### src/sv/iirl_pkg.sv
// Types, codes and constants of the indexed insert/remove list.
package iirl_pkg;

    localparam int unsigned DEF_CAPACITY = 64;
    localparam int unsigned IDX_W        = 7;
    localparam int unsigned WORD_W       = 32;
    localparam int unsigned LEN_W        = 7;

    typedef enum logic [2:0] {
        REQ_READ   = 3'd0,
        REQ_WRITE  = 3'd1,
        REQ_INSERT = 3'd2,
        REQ_REMOVE = 3'd3,
        REQ_FILL   = 3'd4
    } t_req_type;

    typedef enum logic [1:0] {
        ST_OK    = 2'd0,
        ST_RANGE = 2'd1,
        ST_FULL  = 2'd2
    } t_status;

    typedef struct packed {
        t_req_type                req_type;
        logic [IDX_W-1:0]         index;
        logic signed [WORD_W-1:0] value;
    } t_in_item;

    typedef struct packed {
        logic signed [WORD_W-1:0] read_value;
        t_status                  status;
        logic [LEN_W-1:0]         length;
    } t_out_item;

    typedef enum logic [2:0] {
        S_IDLE,
        S_READ,
        S_MOVE,
        S_PUT,
        S_FILL,
        S_DONE
    } t_state;

endpackage

### src/sv/iirl_mem.sv
// Element store: one write port, one read port, registered read data.
module iirl_mem
    import iirl_pkg::*;
#(
    parameter int unsigned CAPACITY = DEF_CAPACITY,
    localparam int unsigned AW      = $clog2(CAPACITY)
) (
    input  logic                     i_clk,
    input  logic                     i_rd_en,
    input  logic [AW-1:0]            i_rd_addr,
    output logic signed [WORD_W-1:0] o_rd_data,
    input  logic                     i_wr_en,
    input  logic [AW-1:0]            i_wr_addr,
    input  logic signed [WORD_W-1:0] i_wr_data
);

    logic signed [WORD_W-1:0] r_mem [CAPACITY];
    logic signed [WORD_W-1:0] r_rd_data;

    always_ff @(posedge i_clk) begin
        if (i_wr_en) begin
            r_mem[i_wr_addr] <= i_wr_data;
        end
    end

    always_ff @(posedge i_clk) begin
        if (i_rd_en) begin
            r_rd_data <= r_mem[i_rd_addr];
        end
    end

    assign o_rd_data = r_rd_data;

endmodule

### src/sv/iirl_ctrl.sv
// Request sequencer: range checks, shift walks and fill sweep over the store.
module iirl_ctrl
    import iirl_pkg::*;
#(
    parameter int unsigned CAPACITY = DEF_CAPACITY,
    localparam int unsigned AW      = $clog2(CAPACITY)
) (
    input  logic                     i_clk,
    input  logic                     i_rst_n,
    input  logic                     i_start,
    input  t_in_item                 i_req,
    output logic                     o_busy,
    output logic                     o_done,
    output t_out_item                o_rsp,
    output logic                     o_rd_en,
    output logic [AW-1:0]            o_rd_addr,
    input  logic signed [WORD_W-1:0] i_rd_data,
    output logic                     o_wr_en,
    output logic [AW-1:0]            o_wr_addr,
    output logic signed [WORD_W-1:0] o_wr_data
);

    localparam int unsigned CW = $clog2(CAPACITY + 1);
    localparam int unsigned XW = (CW > IDX_W) ? CW : IDX_W;

    t_state                   r_state, n_state;
    logic [CW-1:0]            r_count, n_count;
    logic [AW-1:0]            r_ptr, n_ptr;
    logic [AW-1:0]            r_end, n_end;
    logic [AW-1:0]            r_pos, n_pos;
    logic                     r_ins, n_ins;
    logic signed [WORD_W-1:0] r_word, n_word;
    logic signed [WORD_W-1:0] r_rdval, n_rdval;
    t_status                  r_status, n_status;

    logic [XW-1:0] pos_x, cnt_x;
    logic [AW-1:0] pos_a, pos_a_p1, cnt_a_m1;
    logic          pos_lt, pos_le, is_full, rm_last, ins_tail, at_end;

    assign pos_x    = XW'(i_req.index);
    assign cnt_x    = XW'(r_count);
    assign pos_a    = pos_x[AW-1:0];
    assign pos_a_p1 = AW'(pos_x + XW'(1));
    assign cnt_a_m1 = AW'(cnt_x - XW'(1));
    assign pos_lt   = pos_x < cnt_x;
    assign pos_le   = pos_x <= cnt_x;
    assign is_full  = cnt_x == XW'(CAPACITY);
    assign rm_last  = XW'(pos_x + XW'(1)) == cnt_x;
    assign ins_tail = pos_x == cnt_x;
    assign at_end   = r_ptr == r_end;

    // Next state
    always_comb begin
        n_state = r_state;
        unique case (r_state)
            S_IDLE: begin
                if (i_start) begin
                    unique case (i_req.req_type)
                        REQ_READ:   n_state = pos_lt ? S_READ : S_DONE;
                        REQ_INSERT: n_state = (pos_le && !is_full && !ins_tail) ? S_MOVE
                                                                                : S_DONE;
                        REQ_REMOVE: n_state = (pos_lt && !rm_last) ? S_MOVE : S_DONE;
                        REQ_FILL:   n_state = (cnt_x != '0) ? S_FILL : S_DONE;
                        default:    n_state = S_DONE;
                    endcase
                end
            end
            S_READ:  n_state = S_DONE;
            S_MOVE:  n_state = at_end ? (r_ins ? S_PUT : S_DONE) : S_MOVE;
            S_PUT:   n_state = S_DONE;
            S_FILL:  n_state = at_end ? S_DONE : S_FILL;
            S_DONE:  n_state = S_IDLE;
            default: n_state = S_IDLE;
        endcase
    end

    // Memory port controls and completion
    always_comb begin
        o_rd_en   = 1'b0;
        o_rd_addr = r_ptr;
        o_wr_en   = 1'b0;
        o_wr_addr = r_ptr;
        o_wr_data = r_word;
        o_done    = 1'b0;
        unique case (r_state)
            S_IDLE: begin
                if (i_start) begin
                    case (i_req.req_type)
                        REQ_READ: begin
                            o_rd_en   = pos_lt;
                            o_rd_addr = pos_a;
                        end
                        REQ_WRITE: begin
                            o_wr_en   = pos_lt;
                            o_wr_addr = pos_a;
                            o_wr_data = i_req.value;
                        end
                        REQ_INSERT: begin
                            if (pos_le && !is_full) begin
                                if (ins_tail) begin
                                    o_wr_en   = 1'b1;
                                    o_wr_addr = pos_a;
                                    o_wr_data = i_req.value;
                                end else begin
                                    o_rd_en   = 1'b1;
                                    o_rd_addr = cnt_a_m1;
                                end
                            end
                        end
                        REQ_REMOVE: begin
                            o_rd_en   = pos_lt && !rm_last;
                            o_rd_addr = pos_a_p1;
                        end
                        default: ;
                    endcase
                end
            end
            S_MOVE: begin
                // write the word read last cycle one place along, fetch the next
                o_wr_en   = 1'b1;
                o_wr_addr = r_ins ? r_ptr + AW'(1) : r_ptr - AW'(1);
                o_wr_data = i_rd_data;
                o_rd_en   = !at_end;
                o_rd_addr = r_ins ? r_ptr - AW'(1) : r_ptr + AW'(1);
            end
            S_PUT: begin
                o_wr_en   = 1'b1;
                o_wr_addr = r_pos;
            end
            S_FILL: begin
                o_wr_en = 1'b1;
            end
            S_DONE: begin
                o_done = 1'b1;
            end
            default: ;
        endcase
    end

    // Datapath next values
    always_comb begin
        n_count  = r_count;
        n_ptr    = r_ptr;
        n_end    = r_end;
        n_pos    = r_pos;
        n_ins    = r_ins;
        n_word   = r_word;
        n_rdval  = r_rdval;
        n_status = r_status;
        case (r_state)
            S_IDLE: begin
                if (i_start) begin
                    n_word   = i_req.value;
                    n_pos    = pos_a;
                    n_rdval  = '0;
                    n_ins    = i_req.req_type == REQ_INSERT;
                    n_status = ST_OK;
                    n_ptr    = '0;
                    n_end    = cnt_a_m1;
                    case (i_req.req_type)
                        REQ_READ, REQ_WRITE: begin
                            if (!pos_lt) n_status = ST_RANGE;
                        end
                        REQ_INSERT: begin
                            n_ptr = cnt_a_m1;
                            n_end = pos_a;
                            if (!pos_le) begin
                                n_status = ST_RANGE;
                            end else if (is_full) begin
                                n_status = ST_FULL;
                            end else begin
                                n_count = r_count + CW'(1);
                            end
                        end
                        REQ_REMOVE: begin
                            n_ptr = pos_a_p1;
                            if (pos_lt) begin
                                n_count = r_count - CW'(1);
                            end else begin
                                n_status = ST_RANGE;
                            end
                        end
                        REQ_FILL: ;
                        default:  n_status = ST_RANGE;
                    endcase
                end
            end
            S_READ: n_rdval = i_rd_data;
            S_MOVE: begin
                if (!at_end) n_ptr = r_ins ? r_ptr - AW'(1) : r_ptr + AW'(1);
            end
            S_FILL: begin
                if (!at_end) n_ptr = r_ptr + AW'(1);
            end
            default: ;
        endcase
    end

    always_ff @(posedge i_clk) begin
        if (!i_rst_n) begin
            r_state <= S_IDLE;
            r_count <= '0;
        end else begin
            r_state <= n_state;
            r_count <= n_count;
        end
    end

    always_ff @(posedge i_clk) begin
        r_ptr    <= n_ptr;
        r_end    <= n_end;
        r_pos    <= n_pos;
        r_ins    <= n_ins;
        r_word   <= n_word;
        r_rdval  <= n_rdval;
        r_status <= n_status;
    end

    assign o_busy            = r_state != S_IDLE;
    assign o_rsp.read_value  = r_rdval;
    assign o_rsp.status      = r_status;
    assign o_rsp.length      = cnt_x[LEN_W-1:0];

endmodule

### src/sv/indexed_insert_remove_list.sv
// Top level of the indexed insert/remove list: handshakes, sequencer and store.
//
//   Channel   Direction  Handshake                 Payload
//   request   in         i_in_valid / o_in_stall   i_in_data  (t_in_item)
//   result    out        o_out_valid / i_out_stall o_out_data (t_out_item)
//
// One request at a time. A read passes S_READ and S_DONE; write, rejected
// requests and tail insert/remove go straight to S_DONE. An insert at p moves
// length-p words down the store, then puts the new word; a remove moves
// length-p-1 up, one word per cycle on the single write port; fill writes each
// used word. Reset clears length, state and output valid only. A stalled result
// holds in the output register and blocks the next request until it is taken.
module indexed_insert_remove_list_core
    import iirl_pkg::*;
#(
    parameter int unsigned CAPACITY = DEF_CAPACITY
) (
    input  logic      i_clk,
    input  logic      i_rst_n,
    input  logic      i_in_valid,
    output logic      o_in_stall,
    input  t_in_item  i_in_data,
    output logic      o_out_valid,
    input  logic      i_out_stall,
    output t_out_item o_out_data
);

    localparam int unsigned AW = $clog2(CAPACITY);

    logic                     busy;
    logic                     done;
    logic                     accept;
    t_out_item                rsp;
    logic                     rd_en, wr_en;
    logic [AW-1:0]            rd_addr, wr_addr;
    logic signed [WORD_W-1:0] rd_data, wr_data;

    logic      r_out_valid;
    t_out_item r_out_data;

    // Take a transaction only when the sequencer is idle and the output
    // register is empty or being emptied in this cycle.
    assign o_in_stall = busy || (r_out_valid && i_out_stall);
    assign accept     = i_in_valid && !o_in_stall;

    iirl_ctrl #(
        .CAPACITY (CAPACITY)
    ) u_ctrl (
        .i_clk     (i_clk),
        .i_rst_n   (i_rst_n),
        .i_start   (accept),
        .i_req     (i_in_data),
        .o_busy    (busy),
        .o_done    (done),
        .o_rsp     (rsp),
        .o_rd_en   (rd_en),
        .o_rd_addr (rd_addr),
        .i_rd_data (rd_data),
        .o_wr_en   (wr_en),
        .o_wr_addr (wr_addr),
        .o_wr_data (wr_data)
    );

    iirl_mem #(
        .CAPACITY (CAPACITY)
    ) u_mem (
        .i_clk     (i_clk),
        .i_rd_en   (rd_en),
        .i_rd_addr (rd_addr),
        .o_rd_data (rd_data),
        .i_wr_en   (wr_en),
        .i_wr_addr (wr_addr),
        .i_wr_data (wr_data)
    );

    // Output register: load on completion, drop once the transaction is taken.
    // Completion can only land on an empty register, since acceptance needed it.
    always_ff @(posedge i_clk) begin
        if (!i_rst_n) begin
            r_out_valid <= 1'b0;
        end else if (done) begin
            r_out_valid <= 1'b1;
        end else if (!i_out_stall) begin
            r_out_valid <= 1'b0;
        end
    end

    always_ff @(posedge i_clk) begin
        if (done) begin
            r_out_data <= rsp;
        end
    end

    assign o_out_valid = r_out_valid;
    assign o_out_data  = r_out_data;

endmodule

### config.mk
export PLATFORM = sky130hd
export DESIGN_NAME = indexed_insert_remove_list_core
export DESIGN_NICKNAME = d
export VERILOG_FILES = /design/src/sv/iirl_pkg.sv /design/src/sv/iirl_mem.sv /design/src/sv/iirl_ctrl.sv /design/src/sv/indexed_insert_remove_list.sv
export SDC_FILE = /design/constraint.sdc
export NUM_CORES = 2
export LEC_CHECK = 0
export BUFFER_PORTS_ARGS = -buffer_cell sky130_fd_sc_hd__buf_2
export CAP_MARGIN = 10
export CORE_UTILIZATION = 37
export CTS_CLUSTER_SIZE = 40
export DETAILED_ROUTE_END_ITERATION = 12
export PLACE_DENSITY = 0.63
export SETUP_SLACK_MARGIN = 0.05
export SYNTH_ARGS = -nofsm -noshare
export SYNTH_HDL_FRONTEND = slang
export SYNTH_HIERARCHICAL = 1
export SYNTH_SLANG_ARGS = --single-unit
### constraint.sdc
create_clock -name i_clk -period 6.4 [get_ports i_clk]
set_input_delay 1.6 -clock i_clk [delete_from_list [all_inputs] [get_ports i_clk]]
set_output_delay 1.6 -clock i_clk [all_outputs]
set_load 0.01 [all_outputs]
# Word-level counts from Yosys, hierarchy flattened
# Memory sizes are Yosys's and may differ from the RTL's. A register that Yosys moved wholly into a read port is not among the register bits.
# Index checks and enable logic that the tools add are counted.
[word_totals]
out_inout_bits = 43
in_bits = 46
mem_count = 1
ff_bits = 137
ramBits = 2048
[memory_table]
columns = ["name", "depth", "word_bits", "rd", "rd_clocked_by_memory_dff", "wr", "line_no", "text"]
rows = [
  ["u_mem.r_mem", 64, 32, 1, 1, 1, "iirl_mem.sv:17", "logic signed [WORD_W-1:0] r_mem [CAPACITY];"],
]
[op_classes]
mux = 58
eq_ne = 20
n_reduce_logical = 25
n_addsub = 5
magnitude_cmp = 2
[ops]
columns = ["op", "count"]
rows = [
  ["32-bit one-hot mux with 2 select lines", 3],
  ["32-bit two-way mux", 4],
  ["6-bit two-way mux", 12],
  ["6-bit one-hot mux with 3 select lines", 3],
  ["6-bit one-hot mux with 2 select lines", 3],
  ["3-bit one-hot mux with 4 select lines", 2],
  ["7-bit two-way mux", 3],
  ["3-bit two-way mux", 6],
  ["7-bit by 1-bit adder with 7-bit output, second input constant", 2],
  ["7-bit equality test", 2],
  ["1-bit two-way mux", 14],
  ["7-bit one-hot mux with 2 select lines", 1],
  ["3-bit by 2-bit equality test with 1-bit output, second input constant", 4],
  ["3-bit equality test, second input constant", 3],
  ["2-bit inequality test, second input constant", 4],
  ["7-bit equality test, second input constant", 1],
  ["7-bit <= comparator", 1],
  ["7-bit < comparator", 1],
  ["7-bit nonzero test", 1],
  ["7-bit by 1-bit subtractor with 7-bit output, second input constant", 1],
  ["6-bit by 1-bit adder with 6-bit output, second input constant", 1],
  ["3-bit by 1-bit equality test with 1-bit output, second input constant", 2],
  ["6-bit equality test", 1],
  ["3-bit zero test", 2],
  ["other kinds (16)", 33],
]

# Logic depth before layout (Yosys ltp)
[depth]
depth_word = 9
depth_mapped = 21
mapped_depth_nobuf = 16

# Hierarchy
# Netlist, hierarchy kept.
[by_module_without_submodules]
columns = ["module", "area_per_inst_um2", "instances", "cells_each", "seq_area_each_um2"]
rows = [
  ["iirl_mem", 78840.6, 1, 3324, 62459.9],
  ["iirl_ctrl", 5939.4, 1, 649, 2752.6],
  ["indexed_insert_remove_list_core", 1280.0, 1, 47, 1251.2],
]

# Worst setup path before layout
# No wires, ideal clock.
[synth_path]
kind = "input port to flip-flop"
start = "input port i_in_data[32] in the netlist's numbering"
end = "memory u_mem.r_mem[49][0], enable pin"
cell_stages = 13
slack_ns = -0.102
path_buffers = 1
t_arrival_ns = 6.041
cell_sequence = "inv_1 -> ha_1 -> nand3_1 -> a311oi_2 -> a21boi_1 -> or3b_1 -> buf_6 -> nor2_8 -> a21oi_1 -> o22ai_1 -> nor2b_1 -> nand4_1 -> nor3_1"
[synth_between]
elab_chain_len = 8
word_cells_on_any_way = 16
cone_classes = "order compare: 2; eq/ne: 1; mux: 12; reduce/logical: 1"
[synth_lines]
columns = ["element", "line_no", "text"]
rows = [
  ["start: declaration", "indexed_insert_remove_list.sv:22", "input t_in_item i_in_data,"],
  ["7-bit <= comparator or 7-bit equality test (tied branches)", "iirl_ctrl.sv:46, iirl_ctrl.sv:49", ""],
  ["1-bit logical AND or 1-bit two-way mux (tied branches)", "iirl_ctrl.sv:99, iirl_ctrl.sv:100", ""],
  ["1-bit two-way mux", "iirl_ctrl.sv:99", "if (pos_le && !is_full) begin"],
  ["1-bit one-hot mux with 2 select lines (*)", "iirl_ctrl.sv:88", "case (i_req.req_type)"],
  ["1-bit two-way mux (*)", "iirl_ctrl.sv:87", "if (i_start) begin"],
  ["1-bit one-hot mux with 2 select lines (*)", "iirl_ctrl.sv:85", "unique case (r_state)"],
  ["net wr_en", "indexed_insert_remove_list.sv:34", "logic rd_en, wr_en;"],
  ["1-bit two-way mux (*)", "iirl_mem.sv:21", "if (i_wr_en) begin"],
  ["1-bit two-way mux (implied by the code) (*)", "iirl_mem.sv:22", "r_mem[i_wr_addr] <= i_wr_data;"],
  ["end: declaration", "iirl_mem.sv:17", ""],
]
# Mark *: on every way through the listed nets, which the timed path passes. The rest lies on a longest branch.

# Worst setup path in the final report
[layout_path]
start = "register u_ctrl.r_state[2]"
end = "register u_mem.r_rd_data[27], in the netlist u_mem/o_rd_data[27] (read register of u_mem.r_mem) (data pin)"
[layout_between]
elab_chain_len = 6
word_cells_on_any_way = 10
cone_classes = "eq/ne: 1; mux: 4; reduce/logical: 5"
[layout_lines]
columns = ["element", "line_no", "text"]
rows = [
  ["start: declaration", "iirl_ctrl.sv:26", "t_state r_state, n_state;"],
  ["start signal: assignment", "iirl_ctrl.sv:204", "r_state <= n_state;"],
  ["3-bit nonzero test", "iirl_ctrl.sv:219", "assign o_busy = r_state != S_IDLE;"],
  ["net busy", "indexed_insert_remove_list.sv:30", "logic busy;"],
  ["1-bit logical OR", "indexed_insert_remove_list.sv:43", "assign o_in_stall = busy || (r_out_valid && i_out_stall);"],
  ["1-bit zero test", "indexed_insert_remove_list.sv:44", "assign accept = i_in_valid && !o_in_stall;"],
  ["1-bit logical AND", "indexed_insert_remove_list.sv:44", ""],
  ["net accept", "indexed_insert_remove_list.sv:32", "logic accept;"],
  ["6-bit two-way mux", "iirl_ctrl.sv:87", ""],
  ["6-bit one-hot mux with 2 select lines", "iirl_ctrl.sv:85", ""],
  ["net rd_addr[0]", "indexed_insert_remove_list.sv:35", "logic [AW-1:0] rd_addr, wr_addr;"],
  ["end: declaration", "iirl_mem.sv:18", "logic signed [WORD_W-1:0] r_rd_data;"],
]
# The timed path passes the listed nets, and every way through them passes these cells.
# A chain may end at the register's enable or synchronous reset.

==> insert_results.sql <==
INSERT INTO impl_metrics (metric_group, metric, value, unit) VALUES
('worst_setup_path', 'setup.worst_path.end', 'u_mem/o_rd_data[27]$_DFFE_PP_', ''),
('logic_synthesis', 'async_flop_share', '0', '%'),
('worst_setup_path', 'crit_path_end_kind', 'flip-flop', ''),
('logic_synthesis', 'synth_simple_gate_area_share', '2.69', '%'),
('power', 'vdd_drop_max', '0.000341', 'V'),
('worst_setup_path', 'path_depth', '18', ''),
('place', 'placed_cell_area', '0.0935', 'mm2'),
('clock_tree', 'clock_tree_from_tritoncts', 'yes', ''),
('global_route', 'grt_antenna_before_repair', '13', ''),
('logic_synthesis', 'fraction_of_synthesized_area_in_multiplexers', '15.4', '%'),
('floorplanning', 'total_die_area', '0.235', 'mm2'),
('logic_synthesis', 'synth-warning-count', '6', ''),
('place', 'routabilityCongestion', '0.890', ''),
('sta', 'whs', '0.414', 'ns'),
('route', 'drt-pass1-iter-count', '6', ''),
('clock_tree', 'cts.hold.buffers_added', '0', ''),
('min_path', 'worst_hold_path_type', 'reg -> reg', ''),
('worst_setup_path', 'critPathBufInv', '4', ''),
('worst_setup_path', 'r2r.worst_path.cells', '18', ''),
('logic_synthesis', 'synthCells', '4020', ''),
('clock_tree', 'clk_transition_reported_paths', '0.07', 'ns'),
('finish', 'final_core_utilization', '43.6', '%'),
('sta', 'unrepaired_setup_endpoints_after_global_routing', 'no', ''),
('finish', 'final_cell_area', '0.100', 'mm2'),
('route', 'wl', '221000', 'um'),
('finish', 'synth_to_layout_area_growth', '16.7', '%'),
('global_route', 'grt_first_pass_wirelength', '318000', 'um'),
('finish', 'number_of_standard_cells_in_the_layout_taps_in_and_fillers_out', '7647', ''),
('finish', 'post_route_cells_drive_above_1_share', '30.1', '%'),
('floorplanning', 'core-area', '0.231', 'mm2'),
('logic_synthesis', 'synthFlopType', 'edfxtp_1', ''),
('flow_run', 'max_cap_violations', '0', ''),
('logic_synthesis', 'synth.distinct_cells', '69', ''),
('sta', 'drv_slew', '0', ''),
('worst_setup_path', 'flop2flop_setup_slack', '0.42', 'ns'),
('sta', 'clock-skew-final', '0.0476', 'ns'),
('power', 'power_density', '474', 'mW/mm2'),
('route', 'final_antenna_net_count', '0', ''),
('logic_synthesis', 'main_combinational_cell_family_by_area_after_synthesis', 'multiplexers', ''),
('worst_setup_path', 'reg2reg_from', 'u_ctrl/r_state[2]$_SDFFE_PN0N_', ''),
('clock_tree', 'post_cts_buffers', '0', ''),
('worst_setup_path', 'worstPathCellList', 'or2_2, nor2_1, inv_2, a21o_1, nor2_2, nand3_1, a21oi_1, o21ai_0, nand2_1, o21ai_4, buf_12, buf_12, buf_4, or3b_1, o221ai_1, a21oi_1, a21oi_1, nor2_1', ''),
('logic_synthesis', 'synth.cells.most_frequent', '2206 x edfxtp_1, 544 x mux4_2, 183 x nor2_1', ''),
('clock_tree', 'clock_sink_count', '2217', ''),
('logic_synthesis', 'synth_xor_area_share', '0.336', '%'),
('logic_synthesis', 'cell_types_with_the_largest_area_share_after_synthesis', 'edfxtp_1 77%, mux4_2 14%, mux2i_1 1.2%', ''),
('place', 'dpl.hpwl', '132000', 'um'),
('sta', 'worstMarginPinSlew', '1.29', 'ns'),
('worst_setup_path', 'required', '6.98', 'ns'),
('clock_tree', 'cts.path.max_buffers', '3', ''),
('global_route', 'total_congestion_overflow_after_global_routing', '0', ''),
('floorplanning', 'placement_rows', '176', ''),
('floorplanning', 'die_w', '484', 'um'),
('worst_setup_path', 'critPathKind', 'reg -> reg', ''),
('logic_synthesis', 'sequential_to_total_area_share_from_yosys_stat', '77.2', '%'),
('power', 'power_leakage', '31.5', 'nW'),
('sta', 'finalSetupTns', '0', 'ns'),
('logic_synthesis', 'number_of_synthesized_register_bits', '2217', ''),
('logic_synthesis', 'cell_with_the_most_instances_after_synthesis', 'edfxtp_1', ''),
('run_status', 'run_status', 'completed', ''),
('route', 'vias', '43300', ''),
('worst_setup_path', 'path_max_fanout', '16', ''),
('clock_tree', 'cts-buffers-inserted', '216', ''),
('logic_synthesis', 'synth-compound-area-share', '2.75', '%'),
('clock_tree', 'postCtsResizedCells', '0', ''),
('finish', 'design.final.nets', '4495', ''),
('sta', 'finalSetupViolCount', '0', ''),
('route', 'mean_number_of_vias_per_cell', '5.66', ''),
('worst_setup_path', 'path_common_cell', 'a21oi_1', ''),
('worst_setup_path', 'critPathTopFamily', 'simple AND/OR/NAND/NOR gates', ''),
('logic_synthesis', 'postSynthNetCount', '4079', '');
[routing by layer]
layer  up-vias  global-route usage (%)  wire length, um
met4         6                    4.66             4600
li1      17700                       -                -
met2      2099                    29.6           105000
met3       283                    3.76            20400
met1     23200                    26.6            91100
met5         -                       0               34
[final cells by class]
class                   instances  area (um2)  share of cell area, %
well taps                    3026        3790                   3.77
flip-flops and latches       2217       66500                   66.2
clock buffers                 258        5610                   5.58
diodes                          5        12.5                 0.0125
clock inverters               140        1340                   1.33
multi-input cells            1554       19100                   19.0
repair buffers                429        4100                   4.08
inverters                      18        67.6                 0.0673
[through the flow]
step	setup slack (ns)	total power [mW]
detailed placement	-0.0569	35.4
CTS	0.617	47.8
finish	0.422	47.6
global route	0.216	49.3
global placement	-0.0842	35.3
floorplan	0.448	28.8
[cells in the final DEF (no fill, tap or decap), types with 7 or more instances in the layout]
| cell type | n |
|---|---|
| nand4_1 | 9 |
| a311oi_1 | 8 |
| ha_1 | 13 |
| buf_2 | 88 |
| bufinv_16 | 18 |
| inv_1 | 16 |
| edfxtp_1 | 2206 |
| buf_12 | 88 |
| o221ai_1 | 30 |
| nor2b_1 | 18 |
| mux2i_1 | 103 |
| xnor2_1 | 19 |
| nand2_2 | 22 |
| nor3_1 | 15 |
| nand2b_1 | 13 |
| o22ai_1 | 89 |
| a22oi_1 | 37 |
| nor2_1 | 120 |
| clkinvlp_4 | 7 |
| xor2_1 | 14 |
| a21oi_1 | 98 |
| and3_1 | 15 |
| o21ai_0 | 28 |
| clkinv_1 | 57 |
| nor2_4 | 62 |
| clkbuf_1 | 40 |
| buf_4 | 253 |
| clkbuf_16 | 218 |
| mux4_2 | 544 |
| nand2_1 | 122 |
| nand3_1 | 23 |
| o211ai_1 | 16 |
| dfxtp_1 | 11 |
| clkinv_2 | 43 |
| and2_1 | 38 |
[where the power goes]
| part | leakage, nW | total (mW) | switching [mW] | internal (mW) |
|---|---|---|---|---|
| logic | 8.12 | 16.9 | 9.79 | 7.08 |
| registers | 20.0 | 18.3 | 0.281 | 18.0 |
| clock network | 3.38 | 12.4 | 5.45 | 6.99 |
[cell families (layout without fill, tap and decap cells)]
group,after synthesis,count (layout)
and+or+nand+nor,501,501
DFF,2217,2217
muxes,647,647
buffers and inverters,249,845
xor gates and xnor gates,33,33
other,0,5
adders and majority gates,13,13
AOI/OAI and AO/OA,360,360
[how the worst min path moves through the flow]
stage / from / end / depth (start not counted)
4_1_cts: u_ctrl/r_rdval[29]$_SDFFCE_PN0P_ / o_out_data[38]$_DFFE_PP_ / 0
6_report: u_ctrl/r_rdval[30]$_SDFFCE_PN0P_ / o_out_data[39]$_DFFE_PP_ / 0
2_1_floorplan: u_ctrl/r_rdval[1]$_SDFFCE_PN0P_ / o_out_data[10]$_DFFE_PP_ / 0
3_3_place_gp: u_ctrl/r_rdval[9]$_SDFFCE_PN0P_ / o_out_data[18]$_DFFE_PP_ / 0
3_5_place_dp: u_ctrl/r_rdval[1]$_SDFFCE_PN0P_ / o_out_data[10]$_DFFE_PP_ / 0
5_1_grt: u_ctrl/r_rdval[25]$_SDFFCE_PN0P_ / o_out_data[34]$_DFFE_PP_ / 0
[state kept, by name, indices dropped and copies added, names as in the netlist]
signal and flops:
u_mem/r_mem 2048, o_out_data 41, u_ctrl/r_rdval 32, u_ctrl/r_word 32, u_mem/o_rd_data 32, u_ctrl/cnt_x 7, u_ctrl/r_end 6, u_ctrl/r_pos 6
u_ctrl/r_ptr 6, u_ctrl/r_state 3, u_ctrl/r_status 2, o_out_valid 1, u_ctrl/r_ins 1
Note: power is estimated with default switching activity, not from simulation.
